<file path="config.mk">
export PLATFORM = sky130hd
export DESIGN_NAME = voice_volume_log_encoder_top
export DESIGN_NICKNAME = d
export VERILOG_FILES = /design/src/rtl/vvle_pkg.sv /design/src/rtl/voice_volume_log_encoder_top.sv
export VERILOG_INCLUDE_DIRS = /design/src /design/src/rtl
export SDC_FILE = /design/constraint.sdc
export NUM_CORES = 2
export LEC_CHECK = 0
export BUFFER_PORTS_ARGS = -buffer_cell sky130_fd_sc_hd__buf_2
export CORE_MARGIN = 4
export CORE_UTILIZATION = 60
export DETAILED_ROUTE_END_ITERATION = 8
export HOLD_SLACK_MARGIN = 0.12
export PLACE_DENSITY = 0.76
export SLEW_MARGIN = 30
export SYNTH_ARGS = -nofsm -noshare
export SYNTH_HDL_FRONTEND = slang
export SYNTH_SLANG_ARGS = --single-unit
export TNS_END_PERCENT = 20
</file>
<file path="constraint.sdc">
create_clock -name clk_i -period 11.06 [get_ports clk_i]
set_input_delay 0.553 -clock clk_i [delete_from_list [all_inputs] [get_ports clk_i]]
set_output_delay 0.553 -clock clk_i [all_outputs]
set_load 0.05 [all_outputs]
</file>
<file path="src/rtl/voice_volume_log_encoder_top_macros.svh">
// assertion macros for the volume log encoder
// expects clk_i and rst_ni in the scope where a macro is used
`ifndef VOICE_VOLUME_LOG_ENCODER_TOP_MACROS_SVH
`define VOICE_VOLUME_LOG_ENCODER_TOP_MACROS_SVH

// same-cycle implication, checked out of reset
`define VVLE_ASSERT_IMP(label, ante, cons, msg) \
  label: assert property (@(posedge clk_i) disable iff (!rst_ni) (ante) |-> (cons)) \
    else $error(msg);

// next-cycle implication, checked out of reset
`define VVLE_ASSERT_NXT(label, ante, cons, msg) \
  label: assert property (@(posedge clk_i) disable iff (!rst_ni) (ante) |=> (cons)) \
    else $error(msg);

`endif

</file>
<file path="src/rtl/vvle_pkg.sv">
// package for the volume log encoder: register indexes, widths, scaling constants
// no dependencies
`timescale 1ns / 1ps

package vvle_pkg;

  // configuration register indexes
  typedef enum logic [1:0] {
    CFG_MASTER_VOLUME    = 2'd0,
    CFG_USE_CHANNEL_MAIN = 2'd1
  } cfg_idx_e;

  localparam int unsigned CfgIdxW  = 2;
  localparam int unsigned CfgDataW = 7;

  // master volume squared after reset (60 * 60)
  localparam logic [13:0] MasterVolSqReset = 14'd3600;

  // floor(a / 625) == (a * Recip625) >> Recip625Shift for any a below 2^28
  localparam logic [26:0] Recip625      = 27'd109951163;
  localparam int unsigned Recip625Shift = 36;

  // scaled level width, saturation and floor
  localparam int unsigned LevelW  = 19;
  localparam logic [LevelW-1:0] LevelSat = 19'd65535;
  localparam logic [LevelW-1:0] LevelMin = 19'd2;

  localparam logic [3:0] ExpSat  = 4'd15;
  localparam logic [7:0] MantSat = 8'd255;

endpackage

</file>
<file path="src/rtl/voice_volume_log_encoder_top.sv">
// volume log encoder: eight-stage pipeline from note velocity and volumes to exp/mantissa
// depends on vvle_pkg and voice_volume_log_encoder_top_macros.svh
//
//   channel  | direction | handshake                 | word
//   in       | sink      | in_valid_i / in_stall_o   | velocity, expression, patch_volume,
//            |           |                           | channel_main
//   out      | source    | out_valid_o / out_stall_i | volume_exponent, volume_mantissa
//   cfg      | sink      | cfg_valid_i / cfg_ready_o | cfg_index_i, cfg_data_i
//
// one word per cycle sustained while the output is not stalled; an accepted word passes in order
// through eight stages to the output register, which is the last of them: level terms, two
// products, their sum, master volume product, partial products of the 1/10000 scaling,
// their sum with floor and ceiling, channel volume product, log encoder
// each stage advances when empty or when the next advances, so bubbles close up under stall
// reset clears the valid bits and loads master volume 60 and channel scaling off
`timescale 1ns / 1ps
`include "voice_volume_log_encoder_top_macros.svh"

module voice_volume_log_encoder_top
  import vvle_pkg::*;
(
  input  logic                clk_i,
  input  logic                rst_ni,
  // input words
  input  logic                in_valid_i,
  output logic                in_stall_o,
  input  logic [6:0]          velocity_i,
  input  logic [6:0]          expression_i,
  input  logic [7:0]          patch_volume_i,
  input  logic [6:0]          channel_main_i,
  // result words
  output logic                out_valid_o,
  input  logic                out_stall_i,
  output logic [3:0]          volume_exponent_o,
  output logic [7:0]          volume_mantissa_o,
  // configuration writes
  input  logic                cfg_valid_i,
  output logic                cfg_ready_o,
  input  logic [CfgIdxW-1:0]  cfg_index_i,
  input  logic [CfgDataW-1:0] cfg_data_i
);

  // configuration registers
  logic [13:0] mv_sq_q;
  logic        use_main_q;

  assign cfg_ready_o = 1'b1;

  always_ff @(posedge clk_i or negedge rst_ni) begin
    if (!rst_ni) begin
      mv_sq_q    <= MasterVolSqReset;
      use_main_q <= 1'b0;
    end else if (cfg_valid_i && cfg_ready_o) begin
      case (cfg_idx_e'(cfg_index_i))
        CFG_MASTER_VOLUME:    mv_sq_q    <= 14'(cfg_data_i) * 14'(cfg_data_i);
        CFG_USE_CHANNEL_MAIN: use_main_q <= cfg_data_i[0];
        default:              ;
      endcase
    end
  end

  // stage valids and advance enables
  logic [8:1] v_q;
  logic [8:1] en;

  always_comb begin
    en[8] = !v_q[8] || !out_stall_i;
    for (int k = 7; k >= 1; k--) begin
      en[k] = !v_q[k] || en[k+1];
    end
  end

  assign in_stall_o  = !en[1];
  assign out_valid_o = v_q[8];

  always_ff @(posedge clk_i or negedge rst_ni) begin
    if (!rst_ni) begin
      v_q <= '0;
    end else begin
      if (en[1]) v_q[1] <= in_valid_i;
      for (int k = 2; k <= 8; k++) begin
        if (en[k]) v_q[k] <= v_q[k-1];
      end
    end
  end

  // stage 1: level term, boosted expression, remapped channel volume
  logic signed [8:0]  dev;
  logic signed [8:0]  half_dev;
  logic signed [11:0] dev_l;
  logic signed [11:0] lvl_d;
  logic signed [9:0]  xpn_d;
  logic signed [11:0] lvl1_q;
  logic signed [9:0]  xpn1_q;
  logic [6:0]         vel1_q;
  logic [5:0]         pvq1_q;
  logic [6:0]         chv1_q;

  always_comb begin
    dev      = $signed({1'b0, patch_volume_i}) - 9'sd64;
    // halve, rounding toward zero
    half_dev = (dev + $signed({8'd0, dev[8]})) >>> 1;
    dev_l    = {{3{dev[8]}}, dev};
    lvl_d    = 12'sd256 + (dev_l <<< 2) + (dev_l <<< 1);
    xpn_d    = $signed({3'd0, expression_i}) + $signed({half_dev[8], half_dev});
    if (patch_volume_i > 8'd65) begin
      xpn_d = xpn_d + $signed({dev[8], dev});
    end
  end

  always_ff @(posedge clk_i) begin
    if (en[1]) begin
      lvl1_q <= lvl_d;
      xpn1_q <= xpn_d;
      vel1_q <= velocity_i;
      pvq1_q <= patch_volume_i[7:2];
      chv1_q <= {1'b1, channel_main_i[6:1]};
    end
  end

  // stage 2: velocity times expression, quarter patch volume times level
  logic signed [17:0] t1_q;
  logic signed [18:0] t2_q;
  logic [13:0]        c2_2_q;

  always_ff @(posedge clk_i) begin
    if (en[2]) begin
      t1_q   <= $signed({1'b0, vel1_q}) * xpn1_q;
      t2_q   <= $signed({1'b0, pvq1_q}) * lvl1_q;
      c2_2_q <= 14'(chv1_q) * 14'(chv1_q);
    end
  end

  // stage 3: combined level
  logic signed [19:0] t1_e;
  logic signed [19:0] x_d;
  logic signed [19:0] x_q;
  logic [13:0]        c2_3_q;

  assign t1_e = {{2{t1_q[17]}}, t1_q};
  assign x_d  = (t1_e <<< 2) + (t1_e <<< 1) + {t2_q[18], t2_q};

  always_ff @(posedge clk_i) begin
    if (en[3]) begin
      x_q    <= x_d;
      c2_3_q <= c2_2_q;
    end
  end

  // stage 4: times master volume squared
  logic signed [34:0] p_q;
  logic [13:0]        c2_4_q;

  always_ff @(posedge clk_i) begin
    if (en[4]) begin
      p_q    <= x_q * $signed({1'b0, mv_sq_q});
      c2_4_q <= c2_3_q;
    end
  end

  // stage 5: partial products of the reciprocal of 625 (the 16 is a shift)
  logic [40:0] ph_q;
  logic [40:0] pl_q;
  logic        neg5_q;
  logic        big5_q;
  logic [13:0] c2_5_q;

  always_ff @(posedge clk_i) begin
    if (en[5]) begin
      ph_q   <= 41'(p_q[31:18]) * 41'(Recip625);
      pl_q   <= 41'(p_q[17:4]) * 41'(Recip625);
      neg5_q <= p_q[34];
      big5_q <= p_q[33] | p_q[32];
      c2_5_q <= c2_4_q;
    end
  end

  // stage 6: sum of partials gives level over 10000, with floor and ceiling
  logic [55:0]       sum6;
  logic [LevelW-1:0] q_d;
  logic [LevelW-1:0] q_q;
  logic [13:0]       c2_6_q;

  assign sum6 = 56'({ph_q, 14'd0}) + 56'(pl_q);

  always_comb begin
    if (neg5_q) begin
      q_d = '0;
    end else if (big5_q) begin
      // far above saturation whatever the channel volume
      q_d = '1;
    end else begin
      q_d = sum6[Recip625Shift+LevelW-1:Recip625Shift];
    end
  end

  always_ff @(posedge clk_i) begin
    if (en[6]) begin
      q_q    <= q_d;
      c2_6_q <= c2_5_q;
    end
  end

  // stage 7: optional channel volume scaling
  logic [32:0]       r7;
  logic [LevelW-1:0] y_q;

  assign r7 = 33'(q_q) * 33'(c2_6_q);

  always_ff @(posedge clk_i) begin
    if (en[7]) begin
      y_q <= use_main_q ? r7[32:14] : q_q;
    end
  end

  // stage 8: pseudo-log encoding into the output register
  logic [15:0] norm;
  logic [3:0]  lead;
  logic [3:0]  exp_d;
  logic [7:0]  mant_d;
  logic [3:0]  exp_q;
  logic [7:0]  mant_q;

  always_comb begin
    lead = '0;
    for (int i = 1; i < 16; i++) begin
      if (y_q[i]) lead = 4'(i);
    end
    norm = y_q[15:0] << (4'd15 - lead);
    if (y_q < LevelMin) begin
      exp_d  = '0;
      mant_d = '0;
    end else if (y_q >= LevelSat) begin
      exp_d  = ExpSat;
      mant_d = MantSat;
    end else begin
      exp_d  = lead;
      mant_d = norm[14:7];
    end
  end

  always_ff @(posedge clk_i) begin
    if (en[8]) begin
      exp_q  <= exp_d;
      mant_q <= mant_d;
    end
  end

  assign volume_exponent_o = exp_q;
  assign volume_mantissa_o = mant_q;

  // checks
  `VVLE_ASSERT_NXT(a_accept_fills, in_valid_i && en[1], v_q[1], "accepted word not in stage 1")
  `VVLE_ASSERT_NXT(a_neg_zero, en[6] && v_q[5] && neg5_q, q_q == '0, "negative level not floored")
  `VVLE_ASSERT_NXT(a_no_main_pass, en[7] && v_q[6] && !use_main_q, y_q == $past(q_q),
    "level changed with channel scaling off")
  `VVLE_ASSERT_IMP(a_zero_exp, out_valid_o && (volume_exponent_o == '0),
    volume_mantissa_o == '0, "zero exponent with non-zero mantissa")

endmodule

</file>
==> flow_summary.ini <==
[sta]
rsz0062_at_grt = no
timing.clock.skew_ns = 0.02347
slew_viol_final = 0
final.setup.tns_ns = 0
timing_worst_slew_pin_value_ns = 0.9574
period_utilization_post_route_pct = 66.34
final.min_clock_period_ns = 7.337
finalSetupViolations = 0
final_hold_viol_count = 0
maxClockFrequency_ghz = 0.1363
timing.max_slew.rel_slack_pct = 36.17

[route]
antenna_violating_nets_post_route = 0
vias = 34680
drt_iter0_markers = 1828
detail_route.wirelength_mm = 108.9
wire_per_inst_um = 17.15
via_per_inst = 5.460
detail_route.first_pass.iterations = 8
drc_violations = 0

[clocking]
cts.reportedPaths.clkPinSlew_ns = 0.07
cts.path.max_buffers = 3
cts-buffers-inserted = 42
insertion_delay_ns = 0.60
post_cts_resize_count = 0
cts-root-buf = sky130_fd_sc_hd__clkbuf_16
cts.sink_count = 333
tritoncts_clock_tree = yes
h-tree-depth = 2

[finish]
final_layout_size_suffix_gt1_share_pct = 3.726
area_growth_pct = 5.442
finish.net_count = 6757

[placement]
gpl.final_weighted_congestion = 0.9467
numPortBuffers = 55
dpl.hpwl_mm = 88.98

[setup_path]
r2r-end = p_q[34]
setup.worst_path.end = p_q[34]
critical_path_required_ns = 11.41
critical_path_launch_point_type = register
timing_worst_setup_path_type = register to register
regToRegSetupSlack_ns = 3.72
worst-path-max-fanout = 20
worst_setup_path_startpoint = mv_sq_q[3]
r2r_start = mv_sq_q[3]
worst-r2r-cell-count = 21
endpoint_kind = register
arrival_ns = 7.69

[die]
core.rowCount = 107
floorplan.io_pins = 58
fp.dieH_um = 302.7
area_of_the_die_mm2 = 0.09162
fp.dieW_um = 302.7
floorplan.core_area_mm2 = 0.08568
starting_utilization_of_the_core_area_pct = 60.81

[synth]
synthesis.area_mm2 = 0.05210
synth_async_sr_flop_share_pct = 6.607
synth.top_cells.by_area = sky130_fd_sc_hd__fa_1 32%, sky130_fd_sc_hd__edfxtp_1 18%, sky130_fd_sc_hd__ha_1 17%
synth.net_count = 6760
post-synth-top-area-fraction_pct = 32.31
synth_largest_area_cell = sky130_fd_sc_hd__fa_1
postSynthRegisterBits = 333
edff_count_synth = 311
ys_types = 81
synthesis.area_per_instance_um2 = 10.06
synthesis_warnings = 0
synthCells = 5177
synthFlopType = sky130_fd_sc_hd__edfxtp_1
synth-seq-area-share_pct = 18.99

[grt]
grt_remaining_overflow = 0
gr-usage-all-layers_pct = 25.06
first_global_vias = 37480
antenna_found_initial = 1
grt_max_degree = 84
first_pass_grt_wire_length_mm = 184.4

[hold_path]
worstHoldPathType = input pin to register
min_delay_path_depth = 1

[status]
run_status = completed

[flow_run]
cap_violations = 0
-- critical path, stage by stage, from the launching register on --
cell,delay [ns]
sky130_fd_sc_hd__dfrtp_1,0.77
sky130_fd_sc_hd__nand2_1,0.27
sky130_fd_sc_hd__fa_1,0.59
sky130_fd_sc_hd__inv_1,0.07
sky130_fd_sc_hd__fa_1,0.85
sky130_fd_sc_hd__inv_1,0.11
sky130_fd_sc_hd__fa_1,0.49
sky130_fd_sc_hd__fa_1,0.55
sky130_fd_sc_hd__inv_1,0.05
sky130_fd_sc_hd__fa_1,0.48
sky130_fd_sc_hd__inv_1,0.05
sky130_fd_sc_hd__fa_1,0.49
sky130_fd_sc_hd__inv_1,0.04
sky130_fd_sc_hd__ha_1,0.38
sky130_fd_sc_hd__nand4_1,0.17
sky130_fd_sc_hd__nand3b_1,0.20
sky130_fd_sc_hd__a211oi_1,0.45
sky130_fd_sc_hd__o221ai_1,0.24
sky130_fd_sc_hd__a221o_1,0.39
sky130_fd_sc_hd__o2111ai_1,0.22
sky130_fd_sc_hd__a21oi_1,0.11
sky130_fd_sc_hd__xnor2_1,0.12
-- sequential cells by signal, indices dropped and copies added, names as in the netlist, 18 cells and up --
signal / flops
ph_q: 41
p_q: 31
pl_q: 27
q_q: 19
x_q: 19
y_q: 19
t1_q: 18
t2_q: 18
-- metrics by stage --
| step | util, % | cell area (um^2) | cells | hold slack (ns) | setup slack (ns) |
|---|---|---|---|---|---|
| after floorplan | - | 52100 | 5177 | 0.2574 | 4.640 |
| after global placement | 62.33 | 53410 | 6260 | 0.4003 | 3.776 |
| after detailed placement | 62.34 | 53410 | 6260 | 0.4045 | 3.718 |
| after CTS | 64.11 | 54930 | 6351 | 0.1718 | 3.712 |
| after global routing | 64.12 | 54940 | 6351 | 0.1930 | 3.438 |
| final | 64.12 | 54940 | 6352 | 0.2146 | 3.723 |
-- cell families after synthesis --
family / count (synthesis) / share of synthesized area, %
other: 1 / 0.007197
AO/OA/AOI/OAI: 555 / 6.940
multiplexers: 41 / 0.8285
buffers and inverters: 1370 / 9.889
flip-flops: 333 / 18.99
AND/OR/NAND/NOR: 1117 / 10.55
adder cells (fa/ha/maj): 1540 / 49.10
XOR/XNOR: 220 / 3.698
-- routing by layer --
layer / track usage (%) / share of wire [%]
met1: 31.62 / 40
met2: 44.56 / 50
met3: 3.184 / 5.3
met4: 8.968 / 3.9
met5: 0 / 0
-- timing repair --
item / 4_1_cts / 5_1_grt
setup buffers: 0 / 0
hold endpoints to repair: 31 / 0
hold buffers: 14 / 0
-- area by class of cell --
| cell class | instances | area (um^2) |
|---|---|---|
| inverter | 1247 | 4682 |
| timing repair buffer | 76 | 471.7 |
| multi-input combinational | 3474 | 37080 |
| clock inverter | 24 | 195.2 |
| antenna | 1 | 2.502 |
| clock buffer | 53 | 1184 |
| tap | 1144 | 1431 |
| sequential | 333 | 9896 |
| fill | 6839 | 30740 |
-- placed cells by master, fill, tap and decap left out, types with 18 or more instances in the layout --
master                      netlist  layout
sky130_fd_sc_hd__o21bai_1        39      39
sky130_fd_sc_hd__nand3_1         44      42
sky130_fd_sc_hd__nand2_1        451     449
sky130_fd_sc_hd__xnor2_1        162     162
sky130_fd_sc_hd__o21ai_0        102     102
sky130_fd_sc_hd__fa_1           841     841
sky130_fd_sc_hd__inv_1         1247    1246
sky130_fd_sc_hd__nor2_1         116     116
sky130_fd_sc_hd__nand2b_1        24      24
sky130_fd_sc_hd__edfxtp_1       311     311
sky130_fd_sc_hd__and3_1          19      19
sky130_fd_sc_hd__a21o_1          57      57
sky130_fd_sc_hd__xor2_1          58      58
sky130_fd_sc_hd__clkbuf_16        0      43
sky130_fd_sc_hd__a21oi_1        181     181
sky130_fd_sc_hd__ha_1           699     699
sky130_fd_sc_hd__nand4_1         18      18
sky130_fd_sc_hd__nor3_1          45      45
sky130_fd_sc_hd__a211oi_1        20      20
sky130_fd_sc_hd__o21a_1          32      32
sky130_fd_sc_hd__nor2b_1         23      23
sky130_fd_sc_hd__mux2i_1         24      24
sky130_fd_sc_hd__and2_1         331     331
sky130_fd_sc_hd__buf_2            5      55
-- Yosys cell counts, drive strengths merged (44+ instances only) --
cell and count:
xnor2 162, fa 841, nor3 45, a21o 57, ha 699, nand2 451, and2 332, xor2 58
inv 1247, o21ai 113, edfxtp 311, nand3 44, a21oi 185, nor2 116, clkbuf 113
-- worst min-delay path by stage --
stage                 startpoint          to  slack, ns
6_report       patch_volume_i[7]   pvq1_q[5]       0.21
5_1_grt        patch_volume_i[7]   pvq1_q[5]       0.19
4_1_cts        patch_volume_i[7]   pvq1_q[5]       0.17
3_5_place_dp          c2_3_q[10]  c2_4_q[10]       0.40
3_3_place_gp           c2_2_q[7]   c2_3_q[7]       0.40
2_1_floorplan             rst_ni  mv_sq_q[0]       0.26
Power is not shown: default switching activity piles up to over one toggle a cycle in this logic, so the estimate is an artifact.
